### config.mk
export PLATFORM = sky130hd
export DESIGN_NAME = rational_arithmetic_unit_core_flat
export DESIGN_NICKNAME = d
export VERILOG_FILES = /design/src/rtl/rau_pkg.sv /design/src/rtl/rau_if.sv /design/src/rtl/rational_arithmetic_unit_core.sv /design/src/rtl/rau_ctrl.sv /design/src/rtl/rau_dp.sv /design/src/flat_wrapper.sv
export SDC_FILE = /design/constraint.sdc
export NUM_CORES = 2
export LEC_CHECK = 0
export ABC_AREA = 1
export BUFFER_PORTS_ARGS = -buffer_cell sky130_fd_sc_hd__buf_2
export CAP_MARGIN = 5
export CORE_MARGIN = 1.5
export CORE_UTILIZATION = 30
export DETAILED_ROUTE_END_ITERATION = 10
export GPL_TIMING_DRIVEN = 1
export PLACE_DENSITY_LB_ADDON = 0.15
export SLEW_MARGIN = 30
export SYNTH_ARGS = -nofsm -noshare
export SYNTH_HDL_FRONTEND = slang
export SYNTH_SLANG_ARGS = --single-unit
### constraint.sdc
create_clock -name clk -period 12.75 [get_ports clk]
set_input_delay 2.55 -clock clk [delete_from_list [all_inputs] [get_ports clk]]
set_output_delay 2.55 -clock clk [all_outputs]
set_load 0.02 [all_outputs]
### src/rtl/rau_pkg.sv
// rau_pkg: opcodes and controller/datapath command and status types
// used by the rational arithmetic unit modules; no dependencies
package rau_pkg;

    typedef enum logic [3:0] {
        OP_ADD      = 4'd0,
        OP_SUB      = 4'd1,
        OP_MUL      = 4'd2,
        OP_DIV      = 4'd3,
        OP_EQ       = 4'd4,
        OP_NE       = 4'd5,
        OP_LT       = 4'd6,
        OP_LE       = 4'd7,
        OP_GT       = 4'd8,
        OP_GE       = 4'd9,
        OP_SIMPLIFY = 4'd10
    } opcode_t;

    typedef struct packed {
        logic       load;
        logic       mul_en;
        logic [1:0] mul_sel;
        logic       gcd_init;
        logic       gcd_step;
        logic       div_init;
        logic       div_step;
        logic       out_load;
    } cmd_t;

    typedef struct packed {
        logic is_defined;
        logic is_simplify;
        logic trivial;
        logic gcd_done;
    } sts_t;

endpackage

### src/rtl/rau_if.sv
// rau_if: valid/ready channels carrying the request and result words
// depends on nothing
interface rau_in_if;
    logic              valid;
    logic              ready;
    logic [3:0]        opcode;
    logic signed [31:0] a_num;
    logic signed [31:0] a_den;
    logic signed [31:0] b_num;
    logic signed [31:0] b_den;

    modport source (output valid, opcode, a_num, a_den, b_num, b_den, input ready);
    modport sink   (input valid, opcode, a_num, a_den, b_num, b_den, output ready);
endinterface

interface rau_out_if;
    logic              valid;
    logic              ready;
    logic signed [31:0] res_num;
    logic signed [31:0] res_den;
    logic              truth;
    logic              fault;

    modport source (output valid, res_num, res_den, truth, fault, input ready);
    modport sink   (input valid, res_num, res_den, truth, fault, output ready);
endinterface

### src/rtl/rational_arithmetic_unit_core.sv
// Rational arithmetic unit: one request word in, one result word out. Add, subtract,
// multiply, divide and compare run the four cross products through one shared
// WIDTH x WIDTH multiplier. Simplify runs a binary gcd (one shift or subtract per
// cycle; every subtract leaves an even value that a later cycle shifts) and then two
// restoring dividers in parallel; trivial simplify cases skip the gcd and the dividers.
// One request is in flight at a time; a finished result waits in the output register.
// Depends on rau_pkg, rau_if, rau_ctrl and rau_dp.
module rational_arithmetic_unit_core #(
    parameter int WIDTH = 32
) (
    input logic      clk,
    input logic      rst_n,
    rau_in_if.sink   in_ch,
    rau_out_if.source out_ch
);
    rau_pkg::cmd_t cmd;
    rau_pkg::sts_t sts;

    rau_ctrl #(.WIDTH(WIDTH)) u_ctrl (
        .clk       (clk),
        .rst_n     (rst_n),
        .in_valid  (in_ch.valid),
        .in_ready  (in_ch.ready),
        .out_valid (out_ch.valid),
        .out_ready (out_ch.ready),
        .sts       (sts),
        .cmd       (cmd)
    );

    rau_dp #(.WIDTH(WIDTH)) u_dp (
        .clk     (clk),
        .cmd     (cmd),
        .sts     (sts),
        .opcode  (in_ch.opcode),
        .a_num   (in_ch.a_num),
        .a_den   (in_ch.a_den),
        .b_num   (in_ch.b_num),
        .b_den   (in_ch.b_den),
        .res_num (out_ch.res_num),
        .res_den (out_ch.res_den),
        .truth   (out_ch.truth),
        .fault   (out_ch.fault)
    );

`ifndef SYNTH
    // one request at a time
    a_busy_after_accept: assert property (@(posedge clk) disable iff (!rst_n)
        (in_ch.valid && in_ch.ready) |=> !in_ch.ready)
        else $error("input accepted while busy");

    // compare results carry a zero fraction
    a_truth_zero_frac: assert property (@(posedge clk) disable iff (!rst_n)
        (out_ch.valid && out_ch.truth) |-> (out_ch.res_num == 0 && out_ch.res_den == 0))
        else $error("compare result with nonzero fraction");

    // fault only on simplify with zero denominator
    a_fault_shape: assert property (@(posedge clk) disable iff (!rst_n)
        (out_ch.valid && out_ch.fault) |-> (!out_ch.truth && out_ch.res_den == 0))
        else $error("fault with inconsistent result");
`endif

endmodule

### src/rtl/rau_ctrl.sv
// rau_ctrl: sequencing state machine and handshake control
// depends on rau_pkg
module rau_ctrl #(
    parameter int WIDTH = 32
) (
    input  logic          clk,
    input  logic          rst_n,
    input  logic          in_valid,
    output logic          in_ready,
    output logic          out_valid,
    input  logic          out_ready,
    input  rau_pkg::sts_t sts,
    output rau_pkg::cmd_t cmd
);
    localparam int KW = $clog2(WIDTH);

    typedef enum logic [5:0] {
        ST_IDLE  = 6'b000001,
        ST_START = 6'b000010,
        ST_MUL   = 6'b000100,
        ST_GCD   = 6'b001000,
        ST_DIV   = 6'b010000,
        ST_FIN   = 6'b100000
    } state_t;

    state_t          state_reg, state_next;
    logic [1:0]      mul_cnt_reg, mul_cnt_next;
    logic [KW-1:0]   div_cnt_reg, div_cnt_next;
    logic            out_valid_reg, out_valid_next;

    always_comb
    begin
        state_next     = state_reg;
        mul_cnt_next   = mul_cnt_reg;
        div_cnt_next   = div_cnt_reg;
        out_valid_next = out_valid_reg;
        cmd            = '0;
        if (out_valid_reg && out_ready)
        begin
            out_valid_next = 1'b0;
        end
        case (state_reg)
            ST_IDLE:
            begin
                if (in_valid)
                begin
                    cmd.load   = 1'b1;
                    state_next = ST_START;
                end
            end
            ST_START:
            begin
                if (!sts.is_defined)
                begin
                    state_next = ST_FIN;
                end
                else if (sts.is_simplify)
                begin
                    if (sts.trivial)
                    begin
                        state_next = ST_FIN;
                    end
                    else
                    begin
                        cmd.gcd_init = 1'b1;
                        state_next   = ST_GCD;
                    end
                end
                else
                begin
                    mul_cnt_next = '0;
                    state_next   = ST_MUL;
                end
            end
            ST_MUL:
            begin
                cmd.mul_en   = 1'b1;
                cmd.mul_sel  = mul_cnt_reg;
                mul_cnt_next = mul_cnt_reg + 2'd1;
                if (mul_cnt_reg == 2'd3)
                begin
                    state_next = ST_FIN;
                end
            end
            ST_GCD:
            begin
                if (sts.gcd_done)
                begin
                    cmd.div_init = 1'b1;
                    div_cnt_next = '0;
                    state_next   = ST_DIV;
                end
                else
                begin
                    cmd.gcd_step = 1'b1;
                end
            end
            ST_DIV:
            begin
                cmd.div_step = 1'b1;
                div_cnt_next = div_cnt_reg + 1'b1;
                if (div_cnt_reg == KW'(WIDTH - 1))
                begin
                    state_next = ST_FIN;
                end
            end
            ST_FIN:
            begin
                if (!out_valid_reg || out_ready)
                begin
                    cmd.out_load   = 1'b1;
                    out_valid_next = 1'b1;
                    state_next     = ST_IDLE;
                end
            end
            default:
            begin
                state_next = ST_IDLE;
            end
        endcase
    end

    always_ff @(posedge clk or negedge rst_n)
    begin
        if (!rst_n)
        begin
            state_reg     <= ST_IDLE;
            mul_cnt_reg   <= '0;
            div_cnt_reg   <= '0;
            out_valid_reg <= 1'b0;
        end
        else
        begin
            state_reg     <= state_next;
            mul_cnt_reg   <= mul_cnt_next;
            div_cnt_reg   <= div_cnt_next;
            out_valid_reg <= out_valid_next;
        end
    end

    assign in_ready  = (state_reg == ST_IDLE);
    assign out_valid = out_valid_reg;

endmodule

### src/rtl/rau_dp.sv
// rau_dp: operand registers, shared multiplier, binary gcd and serial dividers
// depends on rau_pkg
module rau_dp #(
    parameter int WIDTH = 32
) (
    input  logic               clk,
    input  rau_pkg::cmd_t      cmd,
    output rau_pkg::sts_t      sts,
    input  logic [3:0]         opcode,
    input  logic signed [31:0] a_num,
    input  logic signed [31:0] a_den,
    input  logic signed [31:0] b_num,
    input  logic signed [31:0] b_den,
    output logic signed [31:0] res_num,
    output logic signed [31:0] res_den,
    output logic               truth,
    output logic               fault
);
    localparam int W2 = 2 * WIDTH;
    localparam int KW = $clog2(WIDTH);

    logic [3:0]              op_reg;
    logic signed [WIDTH-1:0] an_reg, ad_reg, bn_reg, bd_reg;
    logic signed [W2-1:0]    p_reg [4];
    logic signed [WIDTH-1:0] mul_a, mul_b;

    logic [WIDTH-1:0] u_reg, v_reg, u_next, v_next;
    logic [KW-1:0]    k_reg, k_next;
    logic [WIDTH-1:0] nm_reg, dm_reg, g_reg;
    logic             neg_reg;
    logic [WIDTH:0]   rem1_reg, rem2_reg, rem1_next, rem2_next, trial1, trial2;
    logic [WIDTH-1:0] q1_reg, q2_reg, q1_next, q2_next;

    logic [WIDTH-1:0] n_sign, d_sign, n_mag;

    logic signed [WIDTH-1:0] rn_w, rd_w;
    logic                    tr_w, ft_w, eq_w, lt_w, gt_w;

    logic signed [31:0] res_num_reg, res_den_reg;
    logic               truth_reg, fault_reg;

    always_comb
    begin
        case (cmd.mul_sel)
            2'd0:    begin mul_a = an_reg; mul_b = bd_reg; end
            2'd1:    begin mul_a = ad_reg; mul_b = bn_reg; end
            2'd2:    begin mul_a = ad_reg; mul_b = bd_reg; end
            default: begin mul_a = an_reg; mul_b = bn_reg; end
        endcase
    end

    always_comb
    begin
        n_sign = ad_reg[WIDTH-1] ? WIDTH'(-an_reg) : an_reg;
        d_sign = ad_reg[WIDTH-1] ? WIDTH'(-ad_reg) : ad_reg;
        n_mag  = n_sign[WIDTH-1] ? WIDTH'(-n_sign) : n_sign;
    end

    always_comb
    begin
        u_next = u_reg;
        v_next = v_reg;
        k_next = k_reg;
        if (!u_reg[0] && !v_reg[0])
        begin
            u_next = u_reg >> 1;
            v_next = v_reg >> 1;
            k_next = k_reg + 1'b1;
        end
        else if (!u_reg[0])
        begin
            u_next = u_reg >> 1;
        end
        else if (!v_reg[0])
        begin
            v_next = v_reg >> 1;
        end
        else if (u_reg >= v_reg)
        begin
            u_next = u_reg - v_reg;
        end
        else
        begin
            v_next = v_reg - u_reg;
        end
    end

    always_comb
    begin
        trial1 = {rem1_reg[WIDTH-1:0], q1_reg[WIDTH-1]};
        trial2 = {rem2_reg[WIDTH-1:0], q2_reg[WIDTH-1]};
        rem1_next = trial1;
        rem2_next = trial2;
        q1_next = {q1_reg[WIDTH-2:0], 1'b0};
        q2_next = {q2_reg[WIDTH-2:0], 1'b0};
        if (trial1 >= {1'b0, g_reg})
        begin
            rem1_next  = trial1 - {1'b0, g_reg};
            q1_next[0] = 1'b1;
        end
        if (trial2 >= {1'b0, g_reg})
        begin
            rem2_next  = trial2 - {1'b0, g_reg};
            q2_next[0] = 1'b1;
        end
    end

    always_comb
    begin
        eq_w = (an_reg == bn_reg) && (ad_reg == bd_reg);
        lt_w = p_reg[0] < p_reg[1];
        gt_w = p_reg[1] < p_reg[0];
        rn_w = '0;
        rd_w = '0;
        tr_w = 1'b0;
        ft_w = 1'b0;
        case (op_reg)
            rau_pkg::OP_ADD:
            begin
                rn_w = p_reg[0][WIDTH-1:0] + p_reg[1][WIDTH-1:0];
                rd_w = p_reg[2][WIDTH-1:0];
            end
            rau_pkg::OP_SUB:
            begin
                rn_w = p_reg[0][WIDTH-1:0] - p_reg[1][WIDTH-1:0];
                rd_w = p_reg[2][WIDTH-1:0];
            end
            rau_pkg::OP_MUL:
            begin
                if ((an_reg == '0 && ad_reg == WIDTH'(1)) ||
                    (bn_reg == '0 && bd_reg == WIDTH'(1)))
                begin
                    rd_w = WIDTH'(1);
                end
                else
                begin
                    rn_w = p_reg[3][WIDTH-1:0];
                    rd_w = p_reg[2][WIDTH-1:0];
                end
            end
            rau_pkg::OP_DIV:
            begin
                rn_w = p_reg[0][WIDTH-1:0];
                rd_w = p_reg[1][WIDTH-1:0];
            end
            rau_pkg::OP_EQ: tr_w = eq_w;
            rau_pkg::OP_NE: tr_w = !eq_w;
            rau_pkg::OP_LT: tr_w = lt_w;
            rau_pkg::OP_LE: tr_w = lt_w || eq_w;
            rau_pkg::OP_GT: tr_w = gt_w;
            rau_pkg::OP_GE: tr_w = gt_w || eq_w;
            rau_pkg::OP_SIMPLIFY:
            begin
                if (an_reg == '0)
                begin
                    rd_w = WIDTH'(1);
                end
                else if (ad_reg == WIDTH'(1) || ad_reg == '0)
                begin
                    rn_w = an_reg;
                    rd_w = ad_reg;
                    ft_w = (ad_reg == '0);
                end
                else
                begin
                    rn_w = neg_reg ? WIDTH'(-q1_reg) : q1_reg;
                    rd_w = q2_reg;
                end
            end
            default:
            begin
                rn_w = '0;
            end
        endcase
    end

    always_ff @(posedge clk)
    begin
        if (cmd.load)
        begin
            op_reg <= opcode;
            an_reg <= a_num[WIDTH-1:0];
            ad_reg <= a_den[WIDTH-1:0];
            bn_reg <= b_num[WIDTH-1:0];
            bd_reg <= b_den[WIDTH-1:0];
        end
        if (cmd.mul_en)
        begin
            p_reg[cmd.mul_sel] <= W2'(mul_a) * W2'(mul_b);
        end
        if (cmd.gcd_init)
        begin
            neg_reg <= n_sign[WIDTH-1];
            nm_reg  <= n_mag;
            dm_reg  <= d_sign;
            u_reg   <= n_mag;
            v_reg   <= d_sign;
            k_reg   <= '0;
        end
        else if (cmd.gcd_step)
        begin
            u_reg <= u_next;
            v_reg <= v_next;
            k_reg <= k_next;
        end
        if (cmd.div_init)
        begin
            g_reg    <= (u_reg | v_reg) << k_reg;
            rem1_reg <= '0;
            rem2_reg <= '0;
            q1_reg   <= nm_reg;
            q2_reg   <= dm_reg;
        end
        else if (cmd.div_step)
        begin
            rem1_reg <= rem1_next;
            rem2_reg <= rem2_next;
            q1_reg   <= q1_next;
            q2_reg   <= q2_next;
        end
        if (cmd.out_load)
        begin
            res_num_reg <= 32'(rn_w);
            res_den_reg <= 32'(rd_w);
            truth_reg   <= tr_w;
            fault_reg   <= ft_w;
        end
    end

    assign sts.is_defined  = (op_reg <= rau_pkg::OP_SIMPLIFY);
    assign sts.is_simplify = (op_reg == rau_pkg::OP_SIMPLIFY);
    assign sts.trivial     = (an_reg == '0) || (ad_reg == '0) || (ad_reg == WIDTH'(1));
    assign sts.gcd_done    = (u_reg == '0) || (v_reg == '0);

    assign res_num = res_num_reg;
    assign res_den = res_den_reg;
    assign truth   = truth_reg;
    assign fault   = fault_reg;

endmodule
### src/flat_wrapper.sv
// flat-port wrapper written by rule: the top's interface ports become plain ports
module rational_arithmetic_unit_core_flat 
#(
    parameter int WIDTH = 32
)
  (clk, rst_n, in_ch_valid, in_ch_opcode, in_ch_a_num, in_ch_a_den, in_ch_b_num, in_ch_b_den, in_ch_ready, out_ch_valid, out_ch_res_num, out_ch_res_den, out_ch_truth, out_ch_fault, out_ch_ready);
  rau_in_if in_ch_i ();
  rau_out_if out_ch_i ();
  input logic clk;
  input logic rst_n;
  input wire logic [$bits(in_ch_i.valid)-1:0] in_ch_valid;
  input wire logic [$bits(in_ch_i.opcode)-1:0] in_ch_opcode;
  input wire logic [$bits(in_ch_i.a_num)-1:0] in_ch_a_num;
  input wire logic [$bits(in_ch_i.a_den)-1:0] in_ch_a_den;
  input wire logic [$bits(in_ch_i.b_num)-1:0] in_ch_b_num;
  input wire logic [$bits(in_ch_i.b_den)-1:0] in_ch_b_den;
  output wire logic [$bits(in_ch_i.ready)-1:0] in_ch_ready;
  output wire logic [$bits(out_ch_i.valid)-1:0] out_ch_valid;
  output wire logic [$bits(out_ch_i.res_num)-1:0] out_ch_res_num;
  output wire logic [$bits(out_ch_i.res_den)-1:0] out_ch_res_den;
  output wire logic [$bits(out_ch_i.truth)-1:0] out_ch_truth;
  output wire logic [$bits(out_ch_i.fault)-1:0] out_ch_fault;
  input wire logic [$bits(out_ch_i.ready)-1:0] out_ch_ready;
  assign in_ch_i.valid = in_ch_valid;
  assign in_ch_i.opcode = in_ch_opcode;
  assign in_ch_i.a_num = in_ch_a_num;
  assign in_ch_i.a_den = in_ch_a_den;
  assign in_ch_i.b_num = in_ch_b_num;
  assign in_ch_i.b_den = in_ch_b_den;
  assign in_ch_ready = in_ch_i.ready;
  assign out_ch_valid = out_ch_i.valid;
  assign out_ch_res_num = out_ch_i.res_num;
  assign out_ch_res_den = out_ch_i.res_den;
  assign out_ch_truth = out_ch_i.truth;
  assign out_ch_fault = out_ch_i.fault;
  assign out_ch_i.ready = out_ch_ready;
  rational_arithmetic_unit_core #(.WIDTH(WIDTH)) u_core (.clk(clk), .rst_n(rst_n), .in_ch(in_ch_i), .out_ch(out_ch_i));
endmodule
==> flow_summary_export.csv <==
group,metric,value,unit
run_status,status,"completed",
sta,layout_min_cycle_time,11.75,ns
layout,fin_nets,11420,
setup_path,reg2reg_depth,34,
setup_path,cp_slowest_cell,"clkinv_1",
layout,fillCellCount,28540,
synthesis,syn-num-nets,11290,
synthesis,syn_avg_cell_area,8.444,sq um
sta,finalSetupTns,0,ns
setup_path,r2r_slack,1.0,ns
setup_path,start_kind,"register",
min_path,hp-start,"u_core.u_dp.rem2_reg[7]$_SDFFE_PP0P_",
floorplan,dieWidth,523.3,microns
setup_path,reg2reg_to,"u_core.u_dp.p_reg[0][47]$_DFFE_PP_",
sta,whs,0.4697,ns
synthesis,synth-seq-cells,698,
layout,multiInputGateArea,53260,sq um
clock_network,cts_setup_buffers,0,
global_route,grt_overflow,0,
route,drt-total-wl,356200,microns
setup_path,startpoint,"u_core.u_ctrl.state_reg[4]$_DFFE_PN0P_",
synthesis,synth_compound_area_frac,0.08871,
global_route,grt_pass1_vias,71770,
clock_network,cts-root-buf,"clkbuf_16",
setup_path,crit_path_end_kind,"register",
sta,finalClockSkew,0.05269,ns
synthesis,synthMuxAreaShare,0.002588,
floorplan,core,268600,sq um
route,first_pass_iters,6,
sta,rsz0062_at_grt,"false",
layout,largest_reg_flops,192,
layout,syn2layout_area_growth,10.78,%
synthesis,synth_top_family_by_area,"adder cells",
clock_network,cts_buffer_depth,3,
global_route,grt_pass1_wl,513400,microns
setup_path,cp-endpoint,"u_core.u_dp.p_reg[0][47]$_DFFE_PP_",
route,first_iter_violations,5851,
floorplan,start_util,0.3024,
synthesis,synth-simple-area-share,0.1886,
route,vias_per_cell,5.095,
synthesis,synth_edf_count,615,
min_path,hold_class,"register to register",
synthesis,synthCells,9619,
floorplan,num_rows,190,
clock_network,worstSkewPairLatency,0.74,ns
synthesis,ys.flop_type,"edfxtp_1",
floorplan,pin_count,204,
layout,drive_gt1_frac,0.07374,
clock_network,path_clk_slew,0.06,ns
placement,numPortBuffers,203,
route,dr_total_vias,68150,
synthesis,synthTopCellsByArea,"fa_1 (27%), edfxtp_1 (23%), nand2_1 (8.6%)",
setup_path,cp.arrival,12.23,ns
sta,drv_slew,0,
synthesis,synth_xor_area_frac,0.03327,
clock_network,cts.sinks,698,
setup_path,critical_path_class,"register to register",
clock_network,htreeDepth,3,
run,max-cap-violations,0,
sta,hold_viol_final,0,
synthesis,yosysTopAreaCell,"fa_1",
floorplan,die-area,273900,sq um
setup_path,crit_required,13.22,ns
clock_network,holdBufCountCts,0,
synthesis,yosys.area.top_type_share,0.2679,
global_route,grt_max_degree,91,
global_route,antenna_found_initial,19,
clock_network,cts_made_buffers,88,
route,ant_nets,0,
synthesis,synthesis.area,81230,sq um
route,drc,0,
synthesis,yosysWarnings,0,
sta,setup_viol,0,
layout,seq_area,20200,sq um
setup_path,r2r-start,"u_core.u_ctrl.state_reg[4]$_DFFE_PN0P_",
synthesis,synthAdderAreaFrac,0.3375,
synthesis,ys_async_sr_fraction,0.02006,
sta,fmax,85.09,MHz
sta,tightestPinTransition,1.140,ns
placement,gp_congestion,0.9552,
synthesis,yosysSeqAreaShare,0.2487,
setup_path,critPathMaxStageDelay,0.90,ns
route,wl_per_cell,26.63,microns
sta,relSlewSlack,0.2344,
sta,fin_crit_sh,0.9218,
setup_path,cp_common_cell,"fa_1",
global_route,track_usage,0.2612,
placement,dp_hpwl,292700,microns
clock_network,cts_resized,0,
synthesis,synth.distinct_cells,75,
setup_path,crit_fanout,35,
clock_network,cts_tree,"built",
floorplan,fp.dieH,523.3,microns
## layout by cell type, fill, tap and decap left out, drive strengths merged, types with 7 or more instances in the layout
cell type	instances
nor4	58
clkinv	49
o221ai	13
bufinv	15
a31oi	25
or2	54
clkbuf	102
edfxtp	615
o211ai	48
o311ai	27
buf	356
fa	1087
nand3	369
dfxtp	69
a21oi	423
o31ai	11
a21o	27
a21boi	16
nand2	1873
o22ai	23
a211oi	8
a32oi	7
inv	1798
o21ai	502
xnor2	123
o21bai	30
o2111ai	42
nand3b	15
o21a	18
mux2i	21
dfrtp	13
nand4	109
nor2	1113
nor3	80
xor2	183
ha	452
and2	7
a221oi	11
## critical path, delay by kind of cell (launching register included)
kind	cells	cell delay (ns)
compound gates	8	1.72
xor+xnor	1	0.39
buf+inv	10	2.54
simple gates	5	1.21
flops	1	0.40
fa+ha+maj	10	5.16
## worst min-delay path by stage
stage | endpoint | slack (ns) | cells after the start
final | u_core.u_dp.rem2_reg[7]$_SDFFE_PP0P_ | 0.47 | 2
after global routing | u_core.u_dp.rem1_reg[29]$_SDFFE_PP0P_ | 0.48 | 2
after CTS | u_core.u_dp.rem1_reg[11]$_SDFFE_PP0P_ | 0.47 | 2
after detailed placement | u_core.u_dp.rem1_reg[11]$_SDFFE_PP0P_ | 0.46 | 2
after global placement | u_core.u_dp.rem2_reg[27]$_SDFFE_PP0P_ | 0.46 | 2
after floorplan | u_core.u_dp.rem1_reg[28]$_SDFFE_PP0P_ | 0.44 | 2
## layer usage
| metal | up-vias | GRT usage | share of wire |
|---|---|---|---|
| met5 | - | 0 | 0.00029 |
| met4 | 14 | 0.1405 | 0.064 |
| met3 | 597 | 0.03148 | 0.052 |
| met2 | 2298 | 0.4475 | 0.48 |
| met1 | 34590 | 0.3200 | 0.40 |
| li1 | 30650 | - | - |
## synth_stat cells (all sizes together), types with 3 or more instances
| cell | instances |
|---|---|
| a211oi | 8 |
| a21boi | 16 |
| a21o | 27 |
| a21oi | 423 |
| a221oi | 11 |
| a22oi | 6 |
| a31oi | 25 |
| a32oi | 7 |
| and2 | 7 |
| and3 | 3 |
| buf | 119 |
| clkbuf | 202 |
| clkinv | 12 |
| dfrtp | 13 |
| dfxtp | 69 |
| edfxtp | 615 |
| fa | 1087 |
| ha | 452 |
| inv | 1794 |
| mux2i | 21 |
| nand2 | 1873 |
| nand3 | 369 |
| nand3b | 15 |
| nand4 | 109 |
| nor2 | 1113 |
| nor3 | 80 |
| nor4 | 58 |
| o2111ai | 42 |
| o211ai | 48 |
| o21a | 18 |
| o21ai | 502 |
| o21bai | 30 |
| o221ai | 13 |
| o22ai | 23 |
| o311ai | 27 |
| o31ai | 11 |
| or2 | 54 |
| xnor2 | 123 |
| xor2 | 183 |
## layout make-up
type | count | share of cell area
Sequential cell | 698 | 0.2245
Clock buffer | 102 | 0.02540
Antenna cell | 6 | 0.0001669
Multi-Input combinational cell | 6794 | 0.5919
Inverter | 1806 | 0.07541
Timing Repair Buffer | 356 | 0.02428
Tap cell | 3552 | 0.04939
Clock inverter | 62 | 0.008983
## logic make-up after synthesis
family / Yosys count
mux: 21
compound gates: 1244
flops: 698
buf+inv: 2127
simple gates: 3684
fa+ha+maj: 1539
xor+xnor: 306
## metrics by stage
stage | util | instance area [sq um] | setup WS, ns | std cells
final | 0.3350 | 89980 | 0.9971 | 13380
after global routing | 0.3349 | 89970 | 0.4342 | 13370
after CTS | 0.3348 | 89930 | 1.156 | 13370
after detailed placement | 0.3233 | 86840 | 1.168 | 13210
after global placement | 0.3231 | 86780 | 1.315 | 13210
after floorplan | - | 81230 | 3.352 | 9619
Power is left out: the tool's default activity adds up to more than one toggle a clock period on the data nets, which glitch-free logic cannot reach.
